[config.mk]
export PLATFORM = sky130hd
export DESIGN_NAME = nrf_mix
export DESIGN_NICKNAME = d
export VERILOG_FILES = /design/src/design/nrf_pkg.sv /design/src/design/nrf_mix.sv
export SDC_FILE = /design/constraint.sdc
export NUM_CORES = 2
export LEC_CHECK = 0
export BUFFER_PORTS_ARGS = -buffer_cell sky130_fd_sc_hd__buf_4
export CAP_MARGIN = 20
export CORE_ASPECT_RATIO = 2
export CORE_UTILIZATION = 65
export DETAILED_ROUTE_END_ITERATION = 6
export PLACE_DENSITY_LB_ADDON = 0.1
export SLEW_MARGIN = 20
export SYNTH_ARGS = -nofsm -noshare
export SYNTH_HDL_FRONTEND = slang
export SYNTH_SLANG_ARGS = --single-unit
[constraint.sdc]
create_clock -name clk -period 12.2 [get_ports clk]
set_input_delay 2.44 -clock clk [delete_from_list [all_inputs] [get_ports clk]]
set_output_delay 2.44 -clock clk [all_outputs]
set_load 0.02 [all_outputs]
[src/design/nrf_pkg.sv]
// Shared constants, types and codes of the nonce replay filter.
package nrf_pkg;

    localparam int PEERS  = 4;
    localparam int WINDOW = 4096;

    localparam int PEER_W   = $clog2(PEERS);
    localparam int PEERC_W  = $clog2(PEERS + 1);
    localparam int WIN_W    = $clog2(WINDOW);
    localparam int FILL_W   = $clog2(WINDOW + 1);
    localparam int DEPTH    = PEERS * WINDOW;
    localparam int ADDR_W   = $clog2(DEPTH);
    localparam int ID_W     = 64;

    localparam logic [15:0] MIN_LEN = 16'd5;
    localparam int MIX_SHIFT = 33;
    localparam logic [63:0] MUL_A = 64'hff51afd7ed558ccd;
    localparam logic [63:0] MUL_B = 64'hc4ceb9fe1a85ec53;

    typedef enum logic [2:0] {
        V_ACCEPT   = 3'd0,
        V_SHORT    = 3'd1,
        V_UNKNOWN  = 3'd2,
        V_BADNONCE = 3'd3,
        V_REPLAY   = 3'd4,
        V_AUTHFAIL = 3'd5,
        V_CLEARED  = 3'd6
    } verdict_t;

endpackage

[src/design/nrf_mix.sv]
// 64-bit avalanche finalizer on one shared 32x32 multiplier.
module nrf_mix (
    input  logic        clk,
    input  logic        rst_n,
    input  logic        start,
    input  logic [63:0] x,
    output logic        done,
    output logic [63:0] id
);
    typedef enum logic {ST_IDLE, ST_MUL} state_t;

    state_t      state_reg;
    logic [1:0]  part_reg;
    logic        sel_b_reg;
    logic [63:0] v_reg;
    logic [63:0] acc_reg;
    logic        done_reg;
    logic [63:0] id_reg;

    logic [63:0] cst;
    logic [31:0] op_a;
    logic [31:0] op_b;
    logic [63:0] prod;
    logic [63:0] sum;
    logic [63:0] mixed;

    // low 64 bits of v*c: lo*clo + ((lo*chi + hi*clo) << 32)
    always_comb
    begin
        cst   = sel_b_reg ? nrf_pkg::MUL_B : nrf_pkg::MUL_A;
        op_a  = (part_reg == 2'd2) ? v_reg[63:32] : v_reg[31:0];
        op_b  = (part_reg == 2'd1) ? cst[63:32] : cst[31:0];
        prod  = 64'(op_a) * 64'(op_b);
        sum   = acc_reg + {prod[31:0], 32'd0};
        mixed = sum ^ (sum >> nrf_pkg::MIX_SHIFT);
    end

    always_ff @(posedge clk or negedge rst_n)
    begin
        if (!rst_n)
        begin
            state_reg <= ST_IDLE;
            part_reg  <= 2'd0;
            sel_b_reg <= 1'b0;
            done_reg  <= 1'b0;
        end
        else
        begin
            done_reg <= 1'b0;
            unique case (state_reg)
                ST_IDLE:
                begin
                    if (start)
                    begin
                        v_reg     <= x ^ (x >> nrf_pkg::MIX_SHIFT);
                        part_reg  <= 2'd0;
                        sel_b_reg <= 1'b0;
                        state_reg <= ST_MUL;
                    end
                end
                ST_MUL:
                begin
                    priority case (part_reg)
                        2'd0:
                        begin
                            acc_reg  <= prod;
                            part_reg <= 2'd1;
                        end
                        2'd1:
                        begin
                            acc_reg  <= sum;
                            part_reg <= 2'd2;
                        end
                        default:
                        begin
                            part_reg <= 2'd0;
                            if (!sel_b_reg)
                            begin
                                v_reg     <= mixed;
                                sel_b_reg <= 1'b1;
                            end
                            else
                            begin
                                id_reg    <= mixed;
                                done_reg  <= 1'b1;
                                state_reg <= ST_IDLE;
                            end
                        end
                    endcase
                end
            endcase
        end
    end

    assign done = done_reg;
    assign id   = id_reg;

    a_part_range: assert property (@(posedge clk) disable iff (!rst_n)
        part_reg != 2'd3) else $error("mixer part out of range");
    a_done_idle: assert property (@(posedge clk) disable iff (!rst_n)
        done_reg |-> state_reg == ST_IDLE) else $error("done while busy");
    a_start_busy: assert property (@(posedge clk) disable iff (!rst_n)
        (state_reg == ST_IDLE && start) |=> state_reg == ST_MUL)
        else $error("start not taken");
endmodule

==> run metrics, run 1 <==
die height=about 350 µm; DP HPWL=128 mm; Seq cells post-synth=approximately 200; YS warnings=0; post-synthesis adder-cell area fraction=between 50% and 60%; Last stage=global routing (5_1_grt); largest net degree at the start of global routing=about 90; syn nets=5011; post-synthesis cell area=around 39000 µm²; Rows=roughly 130; Placed Area=about 40000 µm²; Mean Syn Cell Area=10.4 µm²; clock buffer count from CTS=17; status=stopped before the end; ranking of synthesized cells by area=fa_1 44%, edfxtp_1 15%, ha_1 11%, inv_1 9.3%, nand2_1 2.6%; largest family of logic cells by synthesized area=adder cells; sequential share of the synthesized area=between 10% and 20%; CTS resizes=0; # IOs=roughly 130; mux contribution to synthesized area=1.99%; Post-CTS Setup Bufs=0; area leader, netlist=fa_1; stop err=[ERROR GRT-0116] Global routing finished with congestion. Check the congestion regions in the DRC Viewer.; Cells after Synth=around 3800; Root Driver=clkbuf_16; Post-synth EDFFs=~190; simple logic cell fraction of the synthesized area=under 10%; GR Overflow Total=68; Post-synth ARST share=between 2 and 3%; Post-synth top flop=edfxtp_1; hold buffer count at cts=0; Netlist cell types=92; I/O Buffers=131; # clock sinks=197; H-tree lvl count=4; first-pass GRT wire length=about 240 mm; vias in the first global route=about 34000; total track usage=about 58%; Clock Tree Buf Depth=2; post-synthesis compound-gate area fraction=under 10%; GP Congestion=around 1.1; die width=175 µm; top cell type's share of synthesized area=about 44%; Synth Area in XOR/XNOR=3.43%; Initial Utilization=66.0%
-- cell usage after synthesis (7+ instances only) --
cell type / count
inv_1: 962
fa_1: 862
ha_1: 329
nand2_1: 266
nor2_1: 245
edfxtp_1: 192
a21oi_1: 121
o21ai_0: 81
xnor2_1: 79
clkbuf_1: 71
xor2_1: 64
and2_1: 54
a21o_1: 49
mux2_2: 46
nand2b_1: 28
mux2i_1: 26
and3_1: 23
nand3_1: 20
nand4_1: 17
nor3_1: 16
buf_2: 14
o21a_1: 12
a31oi_1: 11
nor2b_1: 11
o21bai_1: 9
or2_2: 9
or3_1: 8
buf_1: 7
o211ai_1: 7
-- stage by stage --
step / hold slack (ns) / setup slack [ns] / utilization (%) / cells
after floorplan: 0.420 / 1.99 / - / 3753
after global placement: 0.520 / 0.241 / 69.4 / 4611
after detailed placement: 0.501 / 0.534 / 69.4 / 4611
after CTS: 0.540 / 0.447 / 70.4 / 4643
-- cells by family after synthesis --
logic type               after synthesis
adder cells (fa/ha/maj)             1191
buffers and inverters               1061
AND/OR/NAND/NOR                      714
AO/OA/AOI/OAI                        369
flip-flops                           197
XOR/XNOR                             148
multiplexers                          72
other                                  1
-- layer usage --
layer	global-route usage [%]	overflow
met3	26.2	0
met2	86.3	34
met5	3.84	1
met1	56.2	1
met4	62.7	32
==> run 2, diff against run 1 <==
- CORE_ASPECT_RATIO: 2 -> default
- CORE_UTILIZATION: 65 -> 40
- PLACE_DENSITY_LB_ADDON: 0.1 -> 0.15
==> run metrics, run 2 <==
status=complete, no violations (was stopped before the end); Cells after Synth=3753 (unchanged); number of antenna violations at the first check in global routing=2; min Tclk post-route=around 11 ns; hold buffer count at cts=0 (unchanged); final wirelength=around 140 mm; H-tree lvl count=4 (unchanged); area leader, netlist=fa_1 (unchanged); CTS resizes=0 (unchanged); DIE AREA=approximately 99000 µm²; DRT iter0 DRCs=1970; most used cell, CP=fa_1; commonest non-fill, non-tap cell in the layout=inv_1; post-DR vias/cell=5.17; syn nets=5011 (unchanged); vias in the first global route=~29000; Final Max Tran Viols=0; ranking of synthesized cells by area=fa_1 44%, edfxtp_1 15%, ha_1 11%, inv_1 9.3%, nand2_1 2.6% (unchanged); GR Overflow Total=0; Hold WC Path Type=register to register; # IOs=132 (unchanged); clk_skew=0.0216 ns; Max-slew headroom=approximately 30%; DRC viols=0; CP required=12.44 ns; Rows=114 (was 126); DP HPWL=122 mm (was 128 mm); max_cap viols=0; CP Capture Type=register; # clock sinks=197 (unchanged); Post-CTS Setup Bufs=0 (unchanged); TritonCTS clock tree=done; Via Count=26608; Initial Utilization=40.3% (was 66.0%); Worst EP arrival=between 10 and 15 ns; Final period util=between 90% and 100%; Seq cells post-synth=197 (unchanged); Fmax achieved=approximately 88 MHz; Crit Path Category=register to register; Clock Tree Buf Depth=3 (was 2); top cell type's share of synthesized area=44.2% (unchanged); commonest cells after routing, fill and taps aside=961 x inv_1, 862 x fa_1, 329 x ha_1, 265 x nand2_1, 241 x nor2_1; die height=314 µm (was 348 µm); Post-synth EDFFs=192 (unchanged); clock buffer count from CTS=25 (was 17); CP max FO=20; Worst Tran Pin Value=1.01 ns; P&R area growth vs syn=8.50%; largest net degree at the start of global routing=just under 70; I/O Buffers=131 (unchanged); CP peak stage delay=slightly above 0.6 ns; first-pass GRT wire length=just over 200 mm; Setup TNS=0 ns; RSZ-0062 raised after global routing=no; sequential share of the synthesized area=15.1% (unchanged); Reg clk slew, reported paths=~0.070 ns; clk_lat worst skew=about 0.5 ns; CP max stage cell=fa_1; GP Congestion=0.970 (was 1.13); Final Net Count=about 5000; Netlist cell types=92 (unchanged); DR pass1 iterations=6; post-synthesis cell area=39000 µm² (unchanged); Root Driver=clkbuf_16 (unchanged); Mean Syn Cell Area=10.4 µm² (unchanged); # fillers=approximately 9500; total track usage=~29%; YS warnings=0 (unchanged); cells on worst reg2reg path=33; Post-synth ARST share=2.54% (unchanged); hold_ws=0.471 ns; Hold Path Depth=0; synth cell count leaders=962 x inv_1, 862 x fa_1, 329 x ha_1 (unchanged); layout cell share with drive strength beyond 1=just over 8%; core area=roughly 97000 µm²; die width=314 µm (was 175 µm); Diodes inserted=0; CP Launch Type=register; ANT nets after route=0; Final Hold Vio Count=0; most common cell in the netlist=inv_1 (unchanged); Post-synth top flop=edfxtp_1 (unchanged); Final Setup Violations=0; Wirelength per Cell=roughly 26 µm
[run 2: worst paths after layout]
kind                        startpoint         to  slack [ns]
hold / removal             acc_reg[31]     id[31]        0.47
min in group asynchronous        rst_n  sel_b_reg        1.76
setup reg to reg           part_reg[1]  v_reg[30]        0.78
hold reg to reg            acc_reg[31]     id[31]        0.47
max in group asynchronous        rst_n  state_reg       10.32
setup / recovery           part_reg[1]  v_reg[30]        0.78
[run 2: cells by family (layout without fill, tap and decap cells)]
kind of cell | after synthesis | count (layout) | synth area share (%)
multiplexers | 72 | 72 | 1.99
AND/OR/NAND/NOR | 714 | 714 | 8.15
flip-flops | 197 | 197 | 15.1
XOR/XNOR | 148 | 148 | 3.43
other | 1 | 1 | 0.00961
AO/OA/AOI/OAI | 369 | 369 | 6.25
adder cells (fa/ha/maj) | 1191 | 1191 | 54.8
buffers and inverters | 1061 | 1176 | 10.3
[run 2: through the flow]
stage	cells	utilization, %	setup WS (ns)	cell area [µm²]
after floorplan	3753	-	1.99	39000
after global placement	5111	43.0	1.01	41600
after detailed placement	5111	43.0	0.857	41600
after CTS	5143	43.7	0.830	42300
after global routing	5144	43.8	0.114	42300
final	5144	43.8	0.779	42300
[run 2: area by class of cell]
| cell class | instances | area (µm²) | area share, % |
|---|---|---|---|
| clock buffer | 27 | 643 | 1.52 |
| clock inverter | 5 | 55.1 | 0.130 |
| inverter | 967 | 3630 | 8.58 |
| multi-input combinational | 2495 | 29200 | 68.9 |
| sequential | 197 | 5890 | 13.9 |
| tap | 1276 | 1600 | 3.77 |
| timing repair buffer | 177 | 1340 | 3.17 |
[run 2: per-layer routing]
| metal | share of wire [%] | global-route usage [%] |
|---|---|---|
| met5 | 0.0095 | 0 |
| met3 | 4.7 | 3.25 |
| met2 | 47 | 45.8 |
| met4 | 4.8 | 11.2 |
| met1 | 43 | 39.9 |
[run 2: critical path: cells and delay by family (launching register included)]
family | cells | cell delay (ns)
muxes | 2 | 0.85
buffers and inverters | 5 | 1.16
AOI/OAI and AO/OA | 7 | 1.37
xor gates and xnor gates | 3 | 0.66
adders and majority gates | 10 | 4.92
DFF | 1 | 0.45
and+or+nand+nor | 6 | 1.71
Power of run 2 is not shown: default switching activity piles up to over one toggle a cycle in this logic, so the estimate is an artifact.
